<file path="src/rtl/core/frlg_pkg.sv">
// ----------------------------------------------------------------------------
// frlg_pkg
// Types and constants shared by the frame replay lockdown gate modules
// ----------------------------------------------------------------------------
package frlg_pkg;

    // register file address width (three 32-bit registers)
    localparam int unsigned CFG_AW = 4;

    // register indexes, word address paddr[3:2]
    typedef enum logic [1:0] {
        REG_STREAK_LIMIT  = 2'd0,
        REG_MAX_GAP       = 2'd1,
        REG_HONEYPOT_TYPE = 2'd2,
        REG_UNUSED        = 2'd3
    } t_reg_idx;

    // register reset values
    localparam logic [7:0] STREAK_LIMIT_RST  = 8'd3;
    localparam logic [7:0] MAX_GAP_RST       = 8'd16;
    localparam logic [7:0] HONEYPOT_TYPE_RST = 8'd255;

    // frame verdict codes
    typedef enum logic [1:0] {
        V_PASS        = 2'd0,
        V_CRC_DROP    = 2'd1,
        V_REPLAY_DROP = 2'd2,
        V_LOCK_DROP   = 2'd3
    } t_verdict;

    typedef struct packed {
        logic [7:0] streak_limit;
        logic [7:0] max_gap;
        logic [7:0] honeypot_type;
    } t_cfg;

    typedef struct packed {
        logic       crc_ok;
        logic [7:0] seq;
        logic [7:0] msg_type;
    } t_frame;

    typedef struct packed {
        t_verdict    verdict;
        logic        lockdown;
        logic [7:0]  invalid_streak_now;
        logic [31:0] ok_count;
        logic [31:0] crc_drop_count;
        logic [31:0] replay_drop_count;
        logic [31:0] honeypot_count;
        logic [7:0]  last_good_type;
        logic [7:0]  last_good_seq;
    } t_result;

endpackage

</file>
<file path="src/rtl/core/frame_replay_lockdown_gate.sv">
// ----------------------------------------------------------------------------
// frame_replay_lockdown_gate
// Per-frame replay window check with invalid streak lockdown and statistics
// ----------------------------------------------------------------------------
// Usage:
//   Input channel (i_in_valid / o_in_stall) carries one received frame per
//   transfer: crc flag, sequence number and message type. Output channel
//   (o_out_valid / i_out_stall) returns one result per frame: verdict,
//   lockdown flag, invalid streak and the statistics after that frame.
//   A frame waits in the input register, is checked against the window state
//   and lands in the result register. Throughput is one frame per cycle while
//   the receiver does not stall, set by the single state update per frame
//   between the two registers. Both registers keep moving while the result is
//   taken every cycle; when the receiver stalls, the result holds and a full
//   input register keeps its frame with o_in_stall raised in the same cycle,
//   while an empty one still takes one more frame before o_in_stall rises.
//   Reset clears the window, streak, lockdown and all counters, restores the
//   register defaults (limit 3, gap 16, honeypot type 255) and empties both
//   registers. Lockdown ends only at reset. The user writes registers over the
//   APB port only while no frame is in flight; the block does not enforce it.
// ----------------------------------------------------------------------------
module frame_replay_lockdown_gate (
    input  logic                        i_clk,
    input  logic                        i_rst_n,
    // configuration port
    input  logic                        psel,
    input  logic                        penable,
    input  logic                        pwrite,
    input  logic [frlg_pkg::CFG_AW-1:0] paddr,
    input  logic [31:0]                 pwdata,
    output logic [31:0]                 prdata,
    output logic                        pready,
    // frame input
    input  logic                        i_in_valid,
    output logic                        o_in_stall,
    input  logic                        i_crc_ok,
    input  logic [7:0]                  i_seq,
    input  logic [7:0]                  i_msg_type,
    // result output
    output logic                        o_out_valid,
    input  logic                        i_out_stall,
    output logic [1:0]                  o_verdict,
    output logic                        o_lockdown,
    output logic [7:0]                  o_invalid_streak_now,
    output logic [31:0]                 o_ok_count,
    output logic [31:0]                 o_crc_drop_count,
    output logic [31:0]                 o_replay_drop_count,
    output logic [31:0]                 o_honeypot_count,
    output logic [7:0]                  o_last_good_type,
    output logic [7:0]                  o_last_good_seq
);

    frlg_pkg::t_cfg    cfg;
    frlg_pkg::t_frame  r_frame;
    frlg_pkg::t_result res_next;
    frlg_pkg::t_result r_res;
    logic              r_in_valid,  n_in_valid;
    logic              r_out_valid, n_out_valid;
    logic              adv;
    logic              in_load;

    frlg_regs u_regs (
        .i_clk   (i_clk),
        .i_rst_n (i_rst_n),
        .psel    (psel),
        .penable (penable),
        .pwrite  (pwrite),
        .paddr   (paddr),
        .pwdata  (pwdata),
        .prdata  (prdata),
        .pready  (pready),
        .o_cfg   (cfg)
    );

    frlg_check u_check (
        .i_clk   (i_clk),
        .i_rst_n (i_rst_n),
        .i_adv   (adv),
        .i_frame (r_frame),
        .i_cfg   (cfg),
        .o_res   (res_next)
    );

    // pipeline handshake
    assign adv        = r_in_valid && (!r_out_valid || !i_out_stall);
    assign o_in_stall = r_in_valid && !adv;
    assign in_load    = i_in_valid && !o_in_stall;

    always_comb begin
        n_in_valid = r_in_valid;
        if (in_load) begin
            n_in_valid = 1'b1;
        end else if (adv) begin
            n_in_valid = 1'b0;
        end
        n_out_valid = r_out_valid;
        if (adv) begin
            n_out_valid = 1'b1;
        end else if (!i_out_stall) begin
            n_out_valid = 1'b0;
        end
    end

    always_ff @(posedge i_clk) begin
        if (!i_rst_n) begin
            r_in_valid  <= 1'b0;
            r_out_valid <= 1'b0;
        end else begin
            r_in_valid  <= n_in_valid;
            r_out_valid <= n_out_valid;
        end
    end

    // input and result payload registers
    always_ff @(posedge i_clk) begin
        if (in_load) begin
            r_frame.crc_ok   <= i_crc_ok;
            r_frame.seq      <= i_seq;
            r_frame.msg_type <= i_msg_type;
        end
        if (adv) begin
            r_res <= res_next;
        end
    end

    assign o_out_valid          = r_out_valid;
    assign o_verdict            = r_res.verdict;
    assign o_lockdown           = r_res.lockdown;
    assign o_invalid_streak_now = r_res.invalid_streak_now;
    assign o_ok_count           = r_res.ok_count;
    assign o_crc_drop_count     = r_res.crc_drop_count;
    assign o_replay_drop_count  = r_res.replay_drop_count;
    assign o_honeypot_count     = r_res.honeypot_count;
    assign o_last_good_type     = r_res.last_good_type;
    assign o_last_good_seq      = r_res.last_good_seq;

endmodule

</file>
<file path="src/rtl/core/frlg_regs.sv">
// ----------------------------------------------------------------------------
// frlg_regs
// APB register file holding streak limit, maximum gap and honeypot type
// ----------------------------------------------------------------------------
module frlg_regs (
    input  logic                         i_clk,
    input  logic                         i_rst_n,
    input  logic                         psel,
    input  logic                         penable,
    input  logic                         pwrite,
    input  logic [frlg_pkg::CFG_AW-1:0]  paddr,
    input  logic [31:0]                  pwdata,
    output logic [31:0]                  prdata,
    output logic                         pready,
    output frlg_pkg::t_cfg               o_cfg
);

    logic [7:0]          r_streak_limit;
    logic [7:0]          r_max_gap;
    logic [7:0]          r_honeypot_type;
    frlg_pkg::t_reg_idx  reg_idx;
    logic                wr_en;

    assign reg_idx = frlg_pkg::t_reg_idx'(paddr[3:2]);
    assign wr_en   = psel && penable && pwrite;
    assign pready  = 1'b1;

    // register writes on the access phase
    always_ff @(posedge i_clk) begin
        if (!i_rst_n) begin
            r_streak_limit  <= frlg_pkg::STREAK_LIMIT_RST;
            r_max_gap       <= frlg_pkg::MAX_GAP_RST;
            r_honeypot_type <= frlg_pkg::HONEYPOT_TYPE_RST;
        end else if (wr_en) begin
            case (reg_idx)
                frlg_pkg::REG_STREAK_LIMIT:  r_streak_limit  <= pwdata[7:0];
                frlg_pkg::REG_MAX_GAP:       r_max_gap       <= pwdata[7:0];
                frlg_pkg::REG_HONEYPOT_TYPE: r_honeypot_type <= pwdata[7:0];
                default: ;
            endcase
        end
    end

    // read mux
    always_comb begin
        case (reg_idx)
            frlg_pkg::REG_STREAK_LIMIT:  prdata = {24'd0, r_streak_limit};
            frlg_pkg::REG_MAX_GAP:       prdata = {24'd0, r_max_gap};
            frlg_pkg::REG_HONEYPOT_TYPE: prdata = {24'd0, r_honeypot_type};
            default:                     prdata = 32'd0;
        endcase
    end

    assign o_cfg.streak_limit  = r_streak_limit;
    assign o_cfg.max_gap       = r_max_gap;
    assign o_cfg.honeypot_type = r_honeypot_type;

endmodule

</file>
<file path="src/rtl/core/frlg_check.sv">
// ----------------------------------------------------------------------------
// frlg_check
// Sequence window check, invalid streak, lockdown and statistics state
// ----------------------------------------------------------------------------
module frlg_check (
    input  logic              i_clk,
    input  logic              i_rst_n,
    input  logic              i_adv,
    input  frlg_pkg::t_frame  i_frame,
    input  frlg_pkg::t_cfg    i_cfg,
    output frlg_pkg::t_result o_res
);

    logic        r_seq_seen,      n_seq_seen;
    logic [7:0]  r_last_seq,      n_last_seq;
    logic [7:0]  r_streak,        n_streak;
    logic        r_locked,        n_locked;
    logic [31:0] r_good_frames,   n_good_frames;
    logic [31:0] r_crc_drops,     n_crc_drops;
    logic [31:0] r_replay_drops,  n_replay_drops;
    logic [31:0] r_honeypot_hits, n_honeypot_hits;
    logic [7:0]  r_last_type,     n_last_type;

    logic [7:0]         seq_step;
    logic               seq_bad;
    logic [7:0]         streak_inc;
    logic               type_hit;
    frlg_pkg::t_verdict verdict;

    // forward step from the last accepted number, modulo 256
    assign seq_step   = i_frame.seq - r_last_seq;
    assign seq_bad    = r_seq_seen && ((seq_step == 8'd0) || (seq_step > i_cfg.max_gap));
    assign streak_inc = (r_streak == 8'hFF) ? r_streak : r_streak + 8'd1;
    assign type_hit   = (i_frame.msg_type == i_cfg.honeypot_type);

    // next state and verdict for the frame in the input register
    always_comb begin
        n_seq_seen      = r_seq_seen;
        n_last_seq      = r_last_seq;
        n_streak        = r_streak;
        n_locked        = r_locked;
        n_good_frames   = r_good_frames;
        n_crc_drops     = r_crc_drops;
        n_replay_drops  = r_replay_drops;
        n_honeypot_hits = r_honeypot_hits;
        n_last_type     = r_last_type;
        verdict         = frlg_pkg::V_PASS;
        if (!i_frame.crc_ok) begin
            n_crc_drops = r_crc_drops + 32'd1;
            n_streak    = streak_inc;
            if (streak_inc >= i_cfg.streak_limit) begin
                n_locked = 1'b1;
            end
            verdict = frlg_pkg::V_CRC_DROP;
        end else if (seq_bad) begin
            n_replay_drops = r_replay_drops + 32'd1;
            n_streak       = streak_inc;
            if (streak_inc >= i_cfg.streak_limit) begin
                n_locked = 1'b1;
            end
            verdict = frlg_pkg::V_REPLAY_DROP;
        end else begin
            n_seq_seen    = 1'b1;
            n_last_seq    = i_frame.seq;
            n_streak      = 8'd0;
            n_good_frames = r_good_frames + 32'd1;
            n_last_type   = i_frame.msg_type;
            if (r_locked && !type_hit) begin
                verdict = frlg_pkg::V_LOCK_DROP;
            end else begin
                verdict = frlg_pkg::V_PASS;
                if (type_hit) begin
                    n_honeypot_hits = r_honeypot_hits + 32'd1;
                end
            end
        end
    end

    // state update when the frame moves to the result register
    always_ff @(posedge i_clk) begin
        if (!i_rst_n) begin
            r_seq_seen      <= 1'b0;
            r_last_seq      <= 8'd0;
            r_streak        <= 8'd0;
            r_locked        <= 1'b0;
            r_good_frames   <= 32'd0;
            r_crc_drops     <= 32'd0;
            r_replay_drops  <= 32'd0;
            r_honeypot_hits <= 32'd0;
            r_last_type     <= 8'd0;
        end else if (i_adv) begin
            r_seq_seen      <= n_seq_seen;
            r_last_seq      <= n_last_seq;
            r_streak        <= n_streak;
            r_locked        <= n_locked;
            r_good_frames   <= n_good_frames;
            r_crc_drops     <= n_crc_drops;
            r_replay_drops  <= n_replay_drops;
            r_honeypot_hits <= n_honeypot_hits;
            r_last_type     <= n_last_type;
        end
    end

    // result fields show the state after this frame
    assign o_res.verdict            = verdict;
    assign o_res.lockdown           = n_locked;
    assign o_res.invalid_streak_now = n_streak;
    assign o_res.ok_count           = n_good_frames;
    assign o_res.crc_drop_count     = n_crc_drops;
    assign o_res.replay_drop_count  = n_replay_drops;
    assign o_res.honeypot_count     = n_honeypot_hits;
    assign o_res.last_good_type     = n_last_type;
    assign o_res.last_good_seq      = n_last_seq;

endmodule

</file>
<file path="config.mk">
export PLATFORM = sky130hd
export DESIGN_NAME = frame_replay_lockdown_gate
export DESIGN_NICKNAME = d
export VERILOG_FILES = /design/src/rtl/core/frlg_pkg.sv /design/src/rtl/core/frame_replay_lockdown_gate.sv /design/src/rtl/core/frlg_regs.sv /design/src/rtl/core/frlg_check.sv
export SDC_FILE = /design/constraint.sdc
export NUM_CORES = 1
export LEC_CHECK = 0
export ABC_AREA = 1
export BUFFER_PORTS_ARGS = -buffer_cell sky130_fd_sc_hd__buf_2
export CAP_MARGIN = 0
export CORE_ASPECT_RATIO = 1.5
export CORE_UTILIZATION = 30
export DETAILED_ROUTE_END_ITERATION = 10
export PLACE_DENSITY = 0.5
export SLEW_MARGIN = 25
export SYNTH_ARGS = -nofsm -noshare
export SYNTH_HDL_FRONTEND = slang
export SYNTH_SLANG_ARGS = --single-unit
</file>
<file path="constraint.sdc">
create_clock -name i_clk -period 7.25 [get_ports i_clk]
set_clock_uncertainty 0.1 [all_clocks]
set_input_delay 0.725 -clock i_clk [delete_from_list [all_inputs] [get_ports i_clk]]
set_output_delay 0.725 -clock i_clk [all_outputs]
set_load 0.01 [all_outputs]
</file>
# [Word-level counts from Yosys, hierarchy flattened]
# Cells that the tools add are included.
[word_totals] regBits=352 input_bits=60 output_inout_bits=190 wordCells=87
[op_classes] n_addsub=6 magnitude_cmp=2 eq_ne=5 n_mux=26 n_bitwise=1 n_reduce_logical=21
[op_table] operator="32-bit 2-to-1 mux" n=9
[op_table] operator="32-bit by 1-bit adder with 32-bit output (second input constant)" n=4
[op_table] operator="8-bit 2-to-1 mux" n=7
[op_table] operator="8-bit case mux with 3 select lines" n=1
[op_table] operator="8-bit by 1-bit adder with 8-bit output (second input constant)" n=1
[op_table] operator="8-bit equality test" n=1
[op_table] operator="8-bit equality test (second input constant)" n=1
[op_table] operator="8-bit greater-or-equal comparator" n=1
[op_table] operator="8-bit > comparator" n=1
[op_table] operator="8-bit zero test" n=1
[op_table] operator="8-bit subtractor" n=1
[op_table] operator="1-bit logical AND" n=7
[op_table] operator="1-bit 2-to-1 mux" n=7
[op_table] operator="2-bit AND reduction" n=3
[op_table] operator="1-bit zero test" n=5
[op_table] operator="2-bit 2-to-1 mux" n=2
[op_table] operator="3-bit AND reduction" n=1
[op_table] operator="2-bit by 1-bit equality test with 1-bit output (second input constant)" n=1
[op_table] operator="2-bit equality test (second input constant)" n=1
[op_table] operator="2-bit zero test" n=1
[op_table] operator="1-bit logical OR" n=2
[op_table] operator="2-bit by 1-bit inequality test with 1-bit output (second input constant)" n=1
[op_table] operator="2-bit nonzero test" n=1
[op_table] operator="1-bit NOT" n=1

# [Depth between registers and ports, before layout]
# Gate-level depths: netlist of run 1.
[depth] ltp_word=8 mapped_depth=23 mapped_depth_nobuf=22

# [By module]
# Synthesis of run 1 repeated with hierarchy kept, for this count alone.
[hier_totals] cells_unflattened=2422 hier_area_um2=18584.1
[modules_own_cells] mod="frlg_check" n_inst=1 cells_each=2039 area_per_inst_um2=11961.5 seq_area_each_um2=3083.0
[modules_own_cells] mod="frame_replay_lockdown_gate" n_inst=1 cells_each=185 area_per_inst_um2=5260.0 seq_area_each_um2=5205.0
[modules_own_cells] mod="frlg_regs" n_inst=1 cells_each=198 area_per_inst_um2=1362.6 seq_area_each_um2=480.5

# [Worst setup path after synthesis of run 1]
# Ideal clock, no wire load.
[synth_timing] kind="in2reg" startpoint="in i_out_stall" endpoint="reg r_res (netlist bit o_crc_drop_count[0]) (enable)" setup_time_ps=580 t_arrival_ps=5679 path_slack_ps=892 cell_stages=5 path_buffers=2 cell_sequence="nand2_1 > inv_1 > nor2_1 > clkbuf_1 > clkbuf_1"
[synth_via] elab_chain_len=3
[synth_rtl] item="start: declaration" line_no="frame_replay_lockdown_gate.sv:41" rtl="input logic i_out_stall,"
[synth_rtl] item="1-bit zero test"
[synth_rtl] item="1-bit logical OR" line_no="frame_replay_lockdown_gate.sv:85" rtl="assign adv = r_in_valid && (!r_out_valid || !i_out_stall);"
[synth_rtl] item="1-bit logical AND" line_no="frame_replay_lockdown_gate.sv:85"
[synth_rtl] item="net adv" line_no="frame_replay_lockdown_gate.sv:59" rtl="logic adv;"
[synth_rtl] item="end signal: assignment" line_no="frame_replay_lockdown_gate.sv:122" rtl="r_res <= res_next;"
[synth_rtl] item="end: declaration" line_no="frame_replay_lockdown_gate.sv:56" rtl="frlg_pkg::t_result r_res;"
# The timed path passes the listed nets, and every way through them passes these cells.
# A chain may end at the register's enable or synchronous reset.

==> results.cfg, run 1 <==
[global_routing]
overflow = 0
grt_max_degree = 211
grt_first_pass_wirelength_um = 73200
grt_pass1_vias = 14300
grt_use_total_pct = 15.1
antenna_found_initial = 0

[power]
p_leak_nw = 9.48
finalPower_mw = 4.81
powerDensity_mw_per_mm2 = 232
ir_drop_uv = 164

[clocking]
cts_resized = 0
post_cts_buffers = 0
cts_inserted_buffers = 39
cts_sinks = 352
cts-root-buf = clkbuf_16
cts.clk_slew.worst_paths_ns = 0.06
clockBufferDepth = 3
holdBufCountCts = 0
clock_latency_ns = 0.55
htreeDepth = 2
cts_tree = yes

[yosys]
ys_types = 42
async_reset_ff_share_pct = 0
synth_top_cell_area_share_pct = 28.8
synth_ff_type = dfxtp_1
yosys.area_share.adder_pct = 2.06
yosysWarnings = 0
synth_most_common_cell = nand2_1
synthTopCellsByCount = nand2_1 (552), inv_1 (400), dfxtp_1 (180)
synth-compound-area-share_pct = 9.21
muxShareOfSynthArea_pct = 0
netlist_area_sq_mm = 0.0179
synth-seq-cells = 352
synth_edf_count = 172
synthTopCellsByArea = edfxtp_1 (29%), dfxtp_1 (20%), nand2_1 (12%), inv_1 (8.4%), a21oi_1 (4.5%)
synth-simple-area-share_pct = 26.0
synth_top_family_by_area = simple AND/OR/NAND/NOR gates
synth-xor-area-share_pct = 1.81
synth_area_per_cell_sq_um = 7.87
ys_seq_area_share_pct = 48.9
yosysTopAreaCell = edfxtp_1
postSynthCellCount = 2279

[finish]
drive_gt1_share_pct = 13.7
fin_nets = 2526
stdcell_area_sq_mm = 0.0207
area_growth_pct = 15.4
utilization_pct = 35.1
antennaDiodeCount = 0
n_fill_cell = 6132

[worst_setup_path]
crit_arrival_ns = 4.71
max_stage_delay_ns = 0.53
crit_fanout = 84
path_delay_family = simple AND/OR/NAND/NOR gates
cp-startpoint = r_frame[8]$_DFFE_PP_
worst_ep_required_time_ns = 7.46
crit_path_end_kind = flip-flop
critPathKind = reg -> reg
crit_buf_inv = 5
cpMaxStageDelayCell = buf_4
r2r-start = r_frame[8]$_DFFE_PP_
r2r_cells = 23
cp_cell_sequence = inv_1 -> ha_1 -> inv_1 -> fa_1 -> nand2_1 -> nand3_1 -> nand3_1 -> nand2_1 -> nand2_1 -> nand2_1 -> ha_1 -> nand2_1 -> nor2_1 -> a21o_1 -> nand2_1 -> nand2_2 -> buf_4 -> nand2_8 -> buf_16 -> nand2_1 -> nand2_1 -> nand2_1 -> inv_1
path_depth = 23
crit_path_frequent_cell = nand2_1
ff2ff_setup_slack_ns = 2.75
reg2reg_to = o_ok_count[15]$_DFFE_PP_
startpoint_type = flip-flop

[floorplanning]
core-area_sq_mm = 0.0591
die_w_um = 202
rows = 109
die_area_sq_mm = 0.0608
die-height_um = 302
pin_count = 250
initial_utilization_pct = 30.4

[timing]
slew_violations = 0
slew-limit-headroom_pct = 35.9
hold_slack_ns = 0.260
rsz0062_at_grt = no
tightestPinTransition_ns = 0.961
finalSetupViolCount = 0
fin_crit_ns = 4.50
min_period_over_period_pct = 62.1
fmax_mhz = 222
setup_tns_ns = 0
hold_violations = 0

[routing]
drtIter0Drc = 567
first_pass_iters = 5
wl_per_cell_um = 14.4
viasPerCell = 4.60
antenna_left = 0
num_vias = 14900
drt-total-wl_um = 46900
drcViolationCount = 0

[placed_design]
placedInstanceArea_sq_mm = 0.0195
dp_hpwl_um = 31700
io_buffers = 198
gp_congestion = 0.853

[min_path]
hold_path_class = in -> reg
hold_path_end = r_frame[6]$_DFFE_PP_
min_from = i_msg_type[6]
min_path_cells = 1

[run]
max-cap-violations = 0

[status]
status = finished, final reports clean
==> worst max path at each step <==
stage                                               end  slack, ns
after floorplan           o_crc_drop_count[0]$_DFFE_PP_       0.89
after global placement    o_honeypot_count[1]$_DFFE_PP_       2.29
after detailed placement  o_honeypot_count[1]$_DFFE_PP_       2.23
after CTS                 o_honeypot_count[1]$_DFFE_PP_       2.24
after global routing           o_ok_count[20]$_DFFE_PP_       2.31
final                          o_ok_count[15]$_DFFE_PP_       2.75
==> sequential cells by signal (all words and copies together), names as in the netlist, 2 cells and up <==
register                 cells
u_regs.r_honeypot_type       8
o_last_good_seq              8
u_check.r_last_seq           8
o_replay_drop_count         32
u_check.r_good_frames       32
u_check.r_last_type          8
r_frame                     17
u_regs.r_streak_limit        8
u_check.r_honeypot_hits     32
o_last_good_type             8
o_ok_count                  32
u_regs.r_max_gap             8
o_honeypot_count            32
o_invalid_streak_now         8
o_crc_drop_count            32
u_check.r_streak             8
u_check.r_replay_drops      32
o_verdict                    2
u_check.r_crc_drops         32
==> power by group <==
group / leakage [nW] / internal, mW / switching [mW]
registers: 3.14 / 2.22 / 0.0868
clock network: 0.574 / 1.07 / 0.834
logic: 5.77 / 0.184 / 0.410
==> layer usage <==
metal	global-route usage [%]	share of wire, %	up-vias
met5	0	0	-
met4	6.42	3.5	0
met3	2.14	3.3	83
met2	28.2	52	298
met1	16.9	41	6924
li1	-	-	7625
==> cell usage in the layout, fill, tap and decap left out, types with 2 or more instances in the layout <==
| cell | n |
|---|---|
| nand2_1 | 552 |
| inv_1 | 400 |
| buf_2 | 197 |
| dfxtp_1 | 180 |
| edfxtp_1 | 172 |
| nand3_1 | 163 |
| a21oi_1 | 163 |
| nor2_1 | 137 |
| o21ai_0 | 132 |
| nand3_2 | 50 |
| nand4_1 | 47 |
| nor3_1 | 44 |
| clkbuf_16 | 41 |
| xor2_1 | 30 |
| ha_1 | 28 |
| conb_1 | 25 |
| nor4_1 | 10 |
| clkbuf_1 | 10 |
| buf_4 | 9 |
| xnor2_1 | 7 |
| o221ai_1 | 7 |
| clkinv_2 | 7 |
| o211ai_1 | 6 |
| nand2_2 | 5 |
| clkinvlp_4 | 5 |
| nor2_2 | 4 |
| clkinv_1 | 4 |
| nor3_2 | 3 |
| o21ai_1 | 3 |
| nor2_4 | 2 |
| nand3b_1 | 2 |
| inv_2 | 2 |
| buf_16 | 2 |
| buf_12 | 2 |
==> metrics by stage <==
stage                     setup WS [ns]  cells
after global routing               2.31   3243
after CTS                          2.24   3241
after floorplan                   0.892   2302
after detailed placement           2.23   3171
after global placement             2.29   3171
final                              2.75   3243
==> kinds of logic (layout without fill, tap and decap cells) <==
logic type / Yosys count / in the layout
other: 2 / 25
adder cells (fa/ha/maj): 29 / 29
flip-flops: 352 / 352
AND/OR/NAND/NOR: 1024 / 1024
AO/OA/AOI/OAI: 317 / 317
buffers and inverters: 518 / 682
XOR/XNOR: 37 / 37
==> worst register-to-register path: stages (launching register included) <==
cell and delay, ns:
edfxtp_1 0.41, inv_1 0.08, ha_1 0.13, inv_1 0.07, fa_1 0.42, nand2_1 0.09
nand3_1 0.09, nand3_1 0.11, nand2_1 0.06, nand2_1 0.05, nand2_1 0.07, ha_1 0.27
nand2_1 0.06, nor2_1 0.14, a21o_1 0.13, nand2_1 0.06, nand2_2 0.06, buf_4 0.53
nand2_8 0.53, buf_16 0.45, nand2_1 0.18, nand2_1 0.05, nand2_1 0.09, inv_1 0.05
==> final cells by class <==
cell class | count | area (sq um) | area share [%]
inverters | 402 | 1510 | 7.28
multi-input cells | 1432 | 7120 | 34.4
flip-flops and latches | 352 | 8770 | 42.3
clock buffers | 51 | 1060 | 5.13
repair buffers | 210 | 1150 | 5.55
clock inverters | 19 | 133 | 0.640
well taps | 777 | 972 | 4.69
Note: power is estimated with default switching activity, not from simulation.
==> run 2: changes to the inputs <==
==> constraint.sdc (replaced) <==
create_clock -name i_clk -period 4.4 [get_ports i_clk]
set_clock_uncertainty 0.1 [all_clocks]
set_input_delay 0.44 -clock i_clk [delete_from_list [all_inputs] [get_ports i_clk]]
set_output_delay 0.44 -clock i_clk [all_outputs]
set_load 0.01 [all_outputs]
==> results.cfg, run 2 (synthesis gave the netlist of run 1 again) <==
[floorplanning]
die_w_um = 202
core-area_sq_mm = 0.0591
rows = 109
die_area_sq_mm = 0.0608
die-height_um = 302
pin_count = 250
initial_utilization_pct = 30.4

[timing]
hold_violations = 0
fin_crit_ns = 3.78
finalSetupViolCount = 0
slew-limit-headroom_pct = 41.6
tightestPinTransition_ns = 0.877
rsz0062_at_grt = no
setup_tns_ns = 0
slew_violations = 0
worst_slack_ns = 0.618
fmax_mhz = 264
min_period_over_period_pct = 85.9

[min_path]
hold_path_class = in -> reg
min_path_cells = 3
hold_path_end = u_regs.r_honeypot_type[0]$_SDFFE_PN1P_
min_from = pwdata[0]

[worst_setup_path]
worst_ep_required_time_ns = 4.57
crit_path_end_kind = flip-flop
critPathKind = reg -> reg
crit_fanout = 40
ff2ff_setup_slack_ns = 0.62
crit_buf_inv = 2
path_depth = 20
startpoint_type = flip-flop
path_delay_family = simple AND/OR/NAND/NOR gates
r2r_cells = 20
cpMaxStageDelayCell = fa_1
reg2reg_to = o_last_good_type[5]$_DFFE_PP_
max_stage_delay_ns = 0.43
r2r-start = r_frame[8]$_DFFE_PP_
crit_arrival_ns = 3.95
cp_cell_sequence = inv_1 -> ha_1 -> inv_1 -> fa_1 -> nand2_1 -> nand3_1 -> nand3_1 -> nand2_1 -> nand2_1 -> nand2_1 -> ha_1 -> nand2_1 -> nor2_1 -> nand4_1 -> nand2_1 -> nand2_2 -> nand2_8 -> nand2_4 -> nand2_1 -> nand2_1
crit_path_frequent_cell = nand2_1

[global_routing]
antenna_found_initial = 0
grt_first_pass_wirelength_um = 74400
overflow = 0
grt_max_degree = 167
grt_pass1_vias = 14400
grt_use_total_pct = 15.3

[finish]
area_growth_pct = 17.4
final_cell_mix = nand2_1 (552), inv_1 (400), buf_2 (197), dfxtp_1 (180), edfxtp_1 (172)
fin_nets = 2546
drive_gt1_share_pct = 13.8
final_common_cell = nand2_1

[clocking]
htreeDepth = 2
cts-root-buf = clkbuf_16
clock_latency_ns = 0.56
cts_sinks = 352
cts_inserted_buffers = 39
clockBufferDepth = 3
post_cts_buffers = 0
cts.clk_slew.worst_paths_ns = 0.06
cts_tree = yes

[power]
p_leak_nw = 9.66
powerDensity_mw_per_mm2 = 396
ir_drop_uv = 238

[placed_design]
gp_congestion = 0.842
io_buffers = 198
dp_slack_ns = 0.566
dp_hpwl_um = 32300

[routing]
num_vias = 15000
drtIter0Drc = 654
first_pass_iters = 7
antenna_left = 0
drcViolationCount = 0
viasPerCell = 4.58
drt-total-wl_um = 46900
wl_per_cell_um = 14.4

[run]
max-cap-violations = 0

[status]
status = finished, final reports clean
run 2: how the worst max path moves through the flow:
stage                                    start                             to  slack, ns
after floorplan                    i_out_stall  o_crc_drop_count[0]$_DFFE_PP_       0.75
after global placement    r_frame[8]$_DFFE_PP_  o_last_good_type[5]$_DFFE_PP_       0.61
after detailed placement  r_frame[8]$_DFFE_PP_  o_last_good_type[5]$_DFFE_PP_       0.57
after CTS                 r_frame[8]$_DFFE_PP_  o_last_good_type[5]$_DFFE_PP_       0.54
after global routing      r_frame[8]$_DFFE_PP_  o_last_good_type[5]$_DFFE_PP_       0.19
final                     r_frame[8]$_DFFE_PP_  o_last_good_type[5]$_DFFE_PP_       0.62
run 2: report_power, final:
part           total [mW]  internal (mW)  switching [mW]
clock network        3.53           2.14            1.39
registers            3.81           3.66           0.146
logic                1.00          0.324           0.676
total                8.34           6.13            2.21
run 2: per-stage QoR:
step / cells / util [%] / total power, mW / hold WS [ns] / area, sq um
final: 3265 / 35.7 / 8.34 / 0.0468 / 21100
after global routing: 3264 / 35.7 / 8.74 / 0.0368 / 21100
after CTS: 3264 / 35.7 / 8.50 / 0.00688 / 21100
after detailed placement: 3176 / 33.1 / 4.88 / 0.384 / 19500
after global placement: 3176 / 33.1 / 4.86 / 0.378 / 19500
after floorplan: 2302 / - / 4.58 / 0.355 / 18000
run 2: area by class of cell:
cell class                      count  area [sq um]
Antenna cell                        1          2.50
Clock inverter                     16           234
Fill cell                        6161         38000
Tap cell                          777           972
Multi-Input combinational cell   1432          7120
Timing Repair Buffer              230          1340
Sequential cell                   352          8770
Inverter                          402          1510
Clock buffer                       55          1130
run 2: what timing repair did:
action | in CTS | in global routing
hold buffers | 17 | 0
hold endpoints to repair | 17 | 0
resized for setup | 0 | 0
setup endpoints to repair | 0 | 0
run 2: worst reg2reg max path: cells and delay by family (launching register included):
kind                       cells  cell delay [ns]
DFF                            1             0.42
buffers and inverters          2             0.15
adders and majority gates      3             0.86
and+or+nand+nor               15             1.96
run 2: per-layer routing:
layer	vias to the layer above	wire [um]	global-route usage (%)
li1	7671	-	-
met4	0	1710	6.48
met1	6902	19800	17.7
met2	308	23600	27.8
met3	81	1710	2.19
met5	-	0	0
